**src/rtl/krt_pkg.sv**
```systemverilog
`default_nettype none
// ----------------------------------------------------------------------------
// krt_pkg
// Shared record type, request codes and status codes of the keyed record table.
// ----------------------------------------------------------------------------
package krt_pkg;

  typedef struct packed {
    logic [15:0] key;
    logic [7:0]  score;
    logic [7:0]  age;
  } rec_t;

  localparam logic [2:0] REQ_APPEND = 3'd0;
  localparam logic [2:0] REQ_FIND   = 3'd1;
  localparam logic [2:0] REQ_REMOVE = 3'd2;
  localparam logic [2:0] REQ_MAX    = 3'd3;
  localparam logic [2:0] REQ_MIN    = 3'd4;

  localparam logic [1:0] ST_OK    = 2'd0;
  localparam logic [1:0] ST_FULL  = 2'd1;
  localparam logic [1:0] ST_NONE  = 2'd2;
  localparam logic [1:0] ST_RANGE = 2'd3;

endpackage
`default_nettype wire

```
**src/rtl/krt_cell.sv**
```systemverilog
`default_nettype none
// ----------------------------------------------------------------------------
// krt_cell
// One record cell of the rotating table; takes its neighbor's record on shift.
// ----------------------------------------------------------------------------
module krt_cell (
  input  wire logic         clk,
  input  wire logic         shift,
  input  wire krt_pkg::rec_t d,
  output krt_pkg::rec_t     q
);

  always_ff @(posedge clk) begin
    if (shift) begin
      q <= d;
    end
  end

endmodule
`default_nettype wire

```
**src/rtl/keyed_record_table_with_delete.sv**
```systemverilog
`default_nettype none
// ----------------------------------------------------------------------------
// keyed_record_table_with_delete
// Table of up to DEPTH key/score/age records with append, find, remove,
// max-score and min-score requests, built as a rotating row of record cells.
// ----------------------------------------------------------------------------
// An item is taken when start is high and busy is low. Requests that fail at
// once (table full, empty table, position out of range, unknown type) answer
// in the next cycle. All others rotate the row of DEPTH cells once past the
// head cell, one cell a cycle, and then answer; a remove with remove_mode
// set rotates twice (first to pick up the last entry, then to drop it into
// the gap) before it answers. The result shows for one cycle with done high
// and cannot be held off; a new start is taken in that same cycle. remove_mode
// is written on cfg_valid & cfg_ready.
// ----------------------------------------------------------------------------
module keyed_record_table_with_delete #(
  parameter int DEPTH = 8
) (
  input  wire logic        clk,
  input  wire logic        rst,
  input  wire logic        start,
  output logic             busy,
  input  wire logic [2:0]  req_type,
  input  wire logic [15:0] key,
  input  wire logic [7:0]  score,
  input  wire logic [7:0]  age,
  input  wire logic [2:0]  position,
  output logic             done,
  output logic [1:0]       status,
  output logic [2:0]       index,
  output logic [15:0]      found_key,
  output logic [7:0]       found_score,
  output logic [7:0]       found_age,
  output logic [3:0]       count,
  input  wire logic        cfg_valid,
  output logic             cfg_ready,
  input  wire logic        cfg_data
);

  localparam int SW = $clog2(DEPTH);
  localparam int CW = $clog2(DEPTH + 1);
  localparam int PW = (CW > 3) ? CW : 3;

  localparam logic S_IDLE = 1'b0;
  localparam logic S_SCAN = 1'b1;

  logic            state;
  logic [SW-1:0]   step;
  logic            pass;
  logic [2:0]      req_r;
  krt_pkg::rec_t   new_rec;
  logic [2:0]      pos_r;
  logic [CW-1:0]   cnt;
  logic            mode;
  krt_pkg::rec_t   hold;
  krt_pkg::rec_t   res_rec;
  logic [SW-1:0]   res_idx;
  logic            found;

  krt_pkg::rec_t   res_rec_next;
  logic [SW-1:0]   res_idx_next;
  logic            found_next;
  logic [CW-1:0]   cnt_after;

  krt_pkg::rec_t   cell_q [DEPTH];
  krt_pkg::rec_t   head;
  krt_pkg::rec_t   second;
  krt_pkg::rec_t   wrap;
  logic            shift_en;

  logic            accept;
  logic            is_err;
  logic [1:0]      err_st;
  logic            last_step;
  logic            swap;
  logic            final_edge;
  logic            step_lt_cnt;
  logic            step1_lt_cnt;
  logic            step_eq_cnt;
  logic            step_eq_last;
  logic            step_ge_pos;
  logic            step_eq_pos;
  logic [PW-1:0]   step_p;
  logic [PW-1:0]   pos_p;
  logic [PW-1:0]   pos_in_p;
  logic [PW-1:0]   cnt_p;
  logic [SW+2:0]   idx_wide;
  logic [CW+3:0]   cnt_wide;
  logic [CW+3:0]   cnt_after_wide;

  // ring of cells: each shifts toward the head, the head wraps to the tail
  for (genvar i = 0; i < DEPTH; i++) begin : g_cell
    if (i == DEPTH - 1) begin : g_tail
      krt_cell u_cell (.clk(clk), .shift(shift_en), .d(wrap), .q(cell_q[i]));
    end else begin : g_body
      krt_cell u_cell (.clk(clk), .shift(shift_en), .d(cell_q[i+1]), .q(cell_q[i]));
    end
  end

  assign head      = cell_q[0];
  assign second    = cell_q[1];
  assign shift_en  = (state == S_SCAN);
  assign busy      = (state == S_SCAN);
  assign cfg_ready = !busy;
  assign accept    = start && !busy;

  assign step_p       = PW'(step);
  assign pos_p        = PW'(pos_r);
  assign pos_in_p     = PW'(position);
  assign cnt_p        = PW'(cnt);
  assign step_lt_cnt  = CW'(step) < cnt;
  assign step1_lt_cnt = (CW'(step) + CW'(1)) < cnt;
  assign step_eq_cnt  = CW'(step) == cnt;
  assign step_eq_last = (CW'(step) + CW'(1)) == cnt;
  assign step_ge_pos  = step_p >= pos_p;
  assign step_eq_pos  = step_p == pos_p;
  assign last_step    = step == SW'(DEPTH - 1);
  assign swap         = mode && (req_r == krt_pkg::REQ_REMOVE);
  assign final_edge   = (state == S_SCAN) && last_step && (!swap || pass);

  // early refusal of a request from the inputs and the fill count
  always_comb begin
    is_err = 1'b0;
    err_st = krt_pkg::ST_NONE;
    unique case (req_type) inside
      krt_pkg::REQ_APPEND: begin
        if (cnt == CW'(DEPTH)) begin
          is_err = 1'b1;
          err_st = krt_pkg::ST_FULL;
        end
      end
      krt_pkg::REQ_FIND, krt_pkg::REQ_MAX, krt_pkg::REQ_MIN: begin
        is_err = (cnt == '0);
      end
      krt_pkg::REQ_REMOVE: begin
        if (cnt == '0) begin
          is_err = 1'b1;
        end else if (pos_in_p >= cnt_p) begin
          is_err = 1'b1;
          err_st = krt_pkg::ST_RANGE;
        end
      end
      default: begin
        is_err = 1'b1;
      end
    endcase
  end

  // value entering the tail cell
  always_comb begin
    wrap = head;
    case (req_r)
      krt_pkg::REQ_APPEND: begin
        if (step_eq_cnt) begin
          wrap = new_rec;
        end
      end
      krt_pkg::REQ_REMOVE: begin
        if (!mode) begin
          // later entries move down by one
          if (step_ge_pos && step1_lt_cnt) begin
            wrap = second;
          end
        end else if (pass && step_eq_pos) begin
          wrap = hold;
        end
      end
      default: begin
      end
    endcase
  end

  // result tracking as entries pass the head
  always_comb begin
    res_rec_next = res_rec;
    res_idx_next = res_idx;
    found_next   = found;
    case (req_r)
      krt_pkg::REQ_APPEND: begin
        if (step_eq_cnt) begin
          res_rec_next = new_rec;
          res_idx_next = step;
          found_next   = 1'b1;
        end
      end
      krt_pkg::REQ_FIND: begin
        if (!found && step_lt_cnt && (head.key == new_rec.key)) begin
          res_rec_next = head;
          res_idx_next = step;
          found_next   = 1'b1;
        end
      end
      krt_pkg::REQ_REMOVE: begin
        if (!pass && step_eq_pos) begin
          res_rec_next = head;
          res_idx_next = step;
          found_next   = 1'b1;
        end
      end
      krt_pkg::REQ_MAX: begin
        // ties go to the later entry
        if (step_lt_cnt && ((step == '0) || (head.score >= res_rec.score))) begin
          res_rec_next = head;
          res_idx_next = step;
          found_next   = 1'b1;
        end
      end
      krt_pkg::REQ_MIN: begin
        if (step_lt_cnt && ((step == '0) || (head.score < res_rec.score))) begin
          res_rec_next = head;
          res_idx_next = step;
          found_next   = 1'b1;
        end
      end
      default: begin
      end
    endcase
  end

  always_comb begin
    case (req_r)
      krt_pkg::REQ_APPEND: cnt_after = cnt + CW'(1);
      krt_pkg::REQ_REMOVE: cnt_after = cnt - CW'(1);
      default:             cnt_after = cnt;
    endcase
  end

  assign idx_wide       = {3'b000, res_idx_next};
  assign cnt_wide       = {4'b0000, cnt};
  assign cnt_after_wide = {4'b0000, cnt_after};

  always_ff @(posedge clk) begin
    if (rst) begin
      state <= S_IDLE;
      cnt   <= '0;
      mode  <= 1'b0;
      done  <= 1'b0;
      count <= '0;
    end else begin
      done <= 1'b0;
      if (cfg_valid && cfg_ready) begin
        mode <= cfg_data;
      end
      unique case (state)
        S_IDLE: begin
          if (accept) begin
            req_r   <= req_type;
            new_rec <= '{key: key, score: score, age: age};
            pos_r   <= position;
            step    <= '0;
            pass    <= 1'b0;
            found   <= 1'b0;
            if (is_err) begin
              done        <= 1'b1;
              status      <= err_st;
              index       <= '0;
              found_key   <= '0;
              found_score <= '0;
              found_age   <= '0;
              count       <= cnt_wide[3:0];
            end else begin
              state <= S_SCAN;
            end
          end
        end
        S_SCAN: begin
          step    <= last_step ? '0 : step + SW'(1);
          res_rec <= res_rec_next;
          res_idx <= res_idx_next;
          found   <= found_next;
          if (last_step) begin
            pass <= 1'b1;
          end
          // last entry is picked up on the first turn of a move-last remove
          if (swap && !pass && step_eq_last) begin
            hold <= head;
          end
          if (final_edge) begin
            state       <= S_IDLE;
            done        <= 1'b1;
            cnt         <= cnt_after;
            count       <= cnt_after_wide[3:0];
            status      <= found_next ? krt_pkg::ST_OK : krt_pkg::ST_NONE;
            index       <= found_next ? idx_wide[2:0] : 3'b000;
            found_key   <= found_next ? res_rec_next.key : 16'h0000;
            found_score <= found_next ? res_rec_next.score : 8'h00;
            found_age   <= found_next ? res_rec_next.age : 8'h00;
          end
        end
        default: begin
          state <= S_IDLE;
        end
      endcase
    end
  end

`ifndef SYNTH
  a_cnt_bound: assert property (@(posedge clk) disable iff (rst) cnt <= CW'(DEPTH))
    else $error("fill count beyond table depth");

  a_done_idle: assert property (@(posedge clk) disable iff (rst) done |-> !busy)
    else $error("result shown while still scanning");

  a_fail_zero: assert property (@(posedge clk) disable iff (rst)
    (done && (status != krt_pkg::ST_OK)) |->
      (index == 3'b000 && found_key == 16'h0000 && found_score == 8'h00 &&
       found_age == 8'h00))
    else $error("failed request carries a record");

  a_count_on_done: assert property (@(posedge clk) disable iff (rst)
    !$stable(count) |-> done)
    else $error("count moved without a result");
`endif

endmodule
`default_nettype wire

```
**config.mk**
```make
export PLATFORM = sky130hd
export DESIGN_NAME = keyed_record_table_with_delete
export DESIGN_NICKNAME = d
export VERILOG_FILES = /design/src/rtl/krt_pkg.sv /design/src/rtl/krt_cell.sv /design/src/rtl/keyed_record_table_with_delete.sv
export SDC_FILE = /design/constraint.sdc
export NUM_CORES = 1
export LEC_CHECK = 0
export BUFFER_PORTS_ARGS = -buffer_cell sky130_fd_sc_hd__buf_2
export CAP_MARGIN = 10
export CORE_UTILIZATION = 65
export DETAILED_ROUTE_END_ITERATION = 10
export HOLD_SLACK_MARGIN = 0.03
export PLACE_DENSITY = 0.9
export SLEW_MARGIN = 30
export SYNTH_ARGS = -nofsm -noshare
export SYNTH_HDL_FRONTEND = slang
export SYNTH_SLANG_ARGS = --single-unit
```
**constraint.sdc**
```tcl
create_clock -name clk -period 20.8 [get_ports clk]
set_input_delay 1.04 -clock clk [delete_from_list [all_inputs] [get_ports clk]]
set_output_delay 1.04 -clock clk [all_outputs]
set_load 0.02 [all_outputs]
```
* Yosys cells after proc, flatten, opt, wreduce, memory -nomap -nowiden
Index checks and enable logic that the tools add are counted.
** Storage, ports and cells
- Input bits :: 43
- Logic and storage cells :: 187
- Output and inout bits :: 44
- Register bits :: 414
** Operators by class
- Reduce and logical (&&, ||, !) cells :: 34
- $add $sub $neg :: 4
- Mux-type cells :: 74
- Bitwise logic cells :: 2
- Magnitude comparators :: 6
- Equal/unequal tests :: 18
** Operator list (number)
- two-way mux 32 bit :: 9
- case mux 32 bit (5 select lines) :: 1
- two-way mux 16 bit :: 4
- case mux 32 bit (2 select lines) :: 1
- two-way mux 8 bit :: 6
- two-way mux 3 bit :: 11
- case mux 16 bit (2 select lines) :: 1
- case mux 8 bit (2 select lines) :: 2
- two-way mux 1 bit :: 18
- equality test 16 bit :: 1
- case mux 4 bit (2 select lines) :: 2
- case mux 3 bit (5 select lines) :: 1
- logical AND 1 bit :: 14
- equality test 3 x 2 -> 1 bit (second input constant) :: 4
- two-way mux 4 bit :: 3
- case mux 3 bit (2 select lines) :: 2
- AND reduction 3 bit :: 4
- two-way mux 2 bit :: 5
- equality test 3 bit (second input constant) :: 3
- zero test 3 bit :: 3
- >= comparator 8 bit :: 1
- < comparator 8 bit :: 1
- case mux 1 bit (2 select lines) :: 4
- case mux 2 bit (2 select lines) :: 2
- 24 further kinds :: 35

* Logic depth before layout (Yosys ltp)
- Word-level depth :: 8
- Mapped depth :: 12
- Depth with buffers taken out :: 10

* By module
From an unflattened synthesis, not the netlist that was laid out.
** Unflattened totals
- Cells, all modules :: 1116
- Area total of the unflattened synthesis :: 16704.8 um^2
** Modules (own cells, without submodules)
- keyed_record_table_with_delete :: instances 1, sequential area each 4634.4 um^2, cells each 860, area an instance 9017.4 um^2
- krt_cell :: instances 8, sequential area each 960.9 um^2, cells each 32, area an instance 960.9 um^2

* Worst setup path after synthesis
Ideal clock, no wire load.
- Path type :: register to register
- Start point :: register state (netlist: busy)
- End point :: register found_age[0] (enable)
- Required time :: 20.382 ns
- Period minus slack after synthesis :: 10.458 ns
- Path buffers :: 0
- Path slack :: 10.342 ns
- Setup time :: 0.418 ns
- Cell stages (with the launch flop) :: 4
- Data arrival time :: 10.040 ns
- Cells stage by stage :: dfxtp_1 > clkinv_1 > a31oi_4 > nor2_1
** Between the ends
- Longest elaborated chain between the ends :: 4
- Elaborated cells between the ends (all ways) :: 9
- Classes of those cells :: eq/ne: 3; bitwise: 1; reduce/logical: 5
** Ends and longest elaborated chain
- start, declared :: line keyed_record_table_with_delete.sv:47 : logic state;
- start signal, assigned :: line keyed_record_table_with_delete.sv:234 : state <= S_IDLE;
- start signal, assigned :: line keyed_record_table_with_delete.sv:262 : state <= S_SCAN;
- start signal, assigned :: line keyed_record_table_with_delete.sv:279 : state <= S_IDLE;
- zero test 1 bit
- named net cfg_ready :: line keyed_record_table_with_delete.sv:36 : output logic cfg_ready,
- logical AND 1 bit :: line keyed_record_table_with_delete.sv:105 : assign accept = start && !busy;
- inequality test 2 bit (no line)
- AND reduction 4 bit (no line)
- end signal, assigned :: line keyed_record_table_with_delete.sv:287 : found_age <= found_next ? res_rec_next.age : 8'h00;
- end, declared :: line keyed_record_table_with_delete.sv:33 : output logic [7:0] found_age,
The timed path passes the listed nets, and every way through them passes these cells.
A chain may end at the register's enable or synchronous reset.

* Worst setup path in the final report
- Start point :: register req_r[1]
- End point :: register found_age[5], data pin
** Between the ends
- Longest elaborated chain between the ends :: 5
- Elaborated cells between the ends (all ways) :: 10
- Classes of those cells :: eq/ne: 4; mux: 5; reduce/logical: 1
** Ends and longest elaborated chain
- start, declared :: line keyed_record_table_with_delete.sv:50 : logic [2:0] req_r;
- start signal, assigned :: line keyed_record_table_with_delete.sv:247 : req_r <= req_type;
- equality test 3 bit (tied with other cells) :: line keyed_record_table_with_delete.sv:178 : case (req_r)
- case mux 32 bit (5 select lines) or case mux 1 bit (5 select lines) (tied branches) :: line keyed_record_table_with_delete.sv:178
- two-way mux 8 bit (*) :: line keyed_record_table_with_delete.sv:287
- two-way mux 8 bit (*) :: line keyed_record_table_with_delete.sv:278 : if (final_edge) begin
- case mux 8 bit (2 select lines) (*) :: line keyed_record_table_with_delete.sv:244 : unique case (state)
Every way passes the cells marked *; elsewhere a longest branch is shown, timed or not. The select of a mux whose other input is x is not followed.

==> impl_metrics.yaml <==
status:
  status: "completed"
finish:
  nNetsFinal: 1175
  n_antenna_cell: 0
  mostFrequentLayoutCell: "edfxtp_1"
  area.growth.synth_to_final_pct: 13.0
  mostFrequentLayoutCells: "403 x edfxtp_1, 86 x buf_2, 49 x nor2_1"
  layout-drive-gt1-share_pct: 18.6
global_routing:
  grt_pass1_wl_mm: 54.8
  grt_pass1_vias: 9254
  grt_max_degree: 161
  grt_usage_pct: 28.3
  overflow: 0
  antenna_found_initial: 0
timing:
  slew_headroom_pct: 36.7
  min_period_ns: 4.45
  hold_viol: 0
  drv_slew: 0
  rsz0062_at_grt: "false"
  tightestPinTransition_ns: 0.941
  fin_crit_sh_pct: 21.4
  fmax_mhz: 225
  finalSetupViolations: 0
  timing.hold.ws_ns: 0.415
  setup_tns_ns: 0
  finClkSkew_ns: 0.0178
clock_tree:
  clock_latency_ns: 0.55
  cts-resized-gates: 0
  cts_setup_buffers: 0
  clkTransAtPathRegs_ns: 0.06
  clkSinkCount: 414
  cts_buffer_depth: 3
  hold_buffers: 0
  cts_tree: "done"
  numCtsBuffers: 41
  ctsHtreeMaxLevel: 2
  root_buffer: "clkbuf_16"
critical_path:
  crit_type: "reg2reg"
  path_cells: "buf_4 -> or3b_1 -> nor3_1 -> a31oi_1 -> o21ai_1 -> or3_1 -> buf_4 -> o31ai_4 -> buf_4 -> nor2b_1"
  critPathLaunchType: "flip-flop"
  required_ns: 21.16
  r2r_slack_ns: 16.35
  cpPeakStageDelay_ns: 0.91
  slowest_stage: "edfxtp_1"
  endpoint_kind: "flip-flop"
  cpMostUsedCell: "buf_4"
  worst_ep_arrival_time_ns: 4.81
  cp_max_fo: 26
synth:
  synthCells: 1019
  yosys_warnings: 0
  synth_area_um2: 16400
  yosysTopAreaCell: "edfxtp_1"
  synth_edf_count: 403
  synth_nets: 1089
  yosysSeqAreaShare_pct: 75.0
  synth-seq-cells: 414
  synthArstFlopShare_pct: 0
  syn_avg_cell_area_um2: 16.1
  synthFlopType: "edfxtp_1"
  synth_area_leaders: "edfxtp_1 74%, mux2_2 2.1%, ha_1 2.0%, a221o_1 1.9%, o221ai_1 1.7%"
  synth_cell_types: 61
  synth_top_area_share_pct: 73.6
die:
  core_um2: 24500
  die_area_um2: 25900
  die_h_um: 161
  rows: 57
  dieWidth_um: 161
  pin_count: 87
  initial_core_util_pct: 67.0
pwr:
  pwr_density_cell_nw_per_um2: 95.0
  ir_worst_vdd_mv: 0.0752
  p_leak_uw: 0.00632
drt:
  routed_via_density: 6.68
  drc: 0
  antenna_left: 0
  first_pass_iters: 6
  first_iter_violations: 1446
  avgRoutedWirePerCell_um: 25.0
  vias: 9756
  wl_mm: 36.4
place:
  place_hpwl_mm: 21.3
  place.gp.congestion: 0.913
  port_buffers: 86
run:
  maxCapViolCount: 0
min_path:
  worstHoldPathType: "reg2reg"
registers in the layout, summed over array words and instances, names as in the netlist, 2 cells and up:
signal and count:
found_key 16, req_r 3, hold 32, pos_r 3, found_age 8, g_cell.g_body.u_cell.q 224, status 2, index 3
new_rec 32, g_cell.g_tail.u_cell.q 32, found_score 8, cnt 4, step 3, count 4, res_idx 3, res_rec 32
cell type report:
| class | instances | area, um^2 |
|---|---|---|
| sequential | 414 | 12300 |
| multi-input combinational | 522 | 3820 |
| timing repair buffer | 104 | 598 |
| inverter | 22 | 82.6 |
| clock inverter | 25 | 262 |
| fill | 1370 | 5960 |
| tap | 324 | 405 |
| clock buffer | 49 | 1080 |
metal layers:
layer  vias to the layer above  GRT usage [%]  wire length [um]
met5                         -              0                 0
met4                         0           9.31              1260
met3                       122           4.57              3940
met2                       711           45.0             17300
met1                      4712           40.8             13900
li1                       4211              -                 -
power by group:
group / internal [uW] / total [uW] / switching, uW
Clock: 424 / 738 / 314
Sequential: 932 / 946 / 13.6
Combinational: 26.7 / 80.0 / 53.4
Total: 1380 / 1760 / 381
worst paths after layout:
check / start / end / cells after the start
max: req_r[1] / found_age[5] / 10
min: g_cell[2].g_body.u_cell.q[4] / g_cell[1].g_body.u_cell.q[4] / 0
max reg2reg: req_r[1] / found_age[5] / 10
min reg2reg: g_cell[2].g_body.u_cell.q[4] / g_cell[1].g_body.u_cell.q[4] / 0
cells by family after synthesis:
family / count (synthesis) / share of synthesized area, %
DFF: 414 / 75.0
and+or+nand+nor: 250 / 8.32
AOI/OAI and AO/OA: 185 / 8.79
buffers and inverters: 83 / 2.11
muxes: 38 / 2.55
adders and majority gates: 27 / 2.10
xor gates and xnor gates: 22 / 1.17
critical path, delay by kind of cell (launching register included):
kind,cells,cell delay [ns]
and+or+nand+nor,4,1.64
buffers and inverters,3,1.16
DFF,1,0.91
AOI/OAI and AO/OA,3,0.51
metrics by stage:
step	power, uW	cells	cell area (um^2)	util (%)	worst slack, ns
2_1_floorplan	1010	1019	16400	-	10.34
3_3_place_gp	1040	1385	17200	70.1	16.74
3_5_place_dp	1040	1386	17200	70.2	16.55
4_1_cts	1770	1460	18600	75.7	16.51
5_1_grt	1800	1460	18600	75.7	16.25
6_report	1760	1460	18600	75.7	16.35
Yosys cell counts (31+ instances only):
master / n
a21oi_1: 46
a221o_1: 31
and2_1: 32
clkbuf_1: 46
edfxtp_1: 403
mux2_2: 31
nand3_1: 38
nor2_1: 51
nor2b_1: 34
o221ai_1: 32
o32ai_1: 32
or3_1: 33
(Power assumes the default switching activity.)
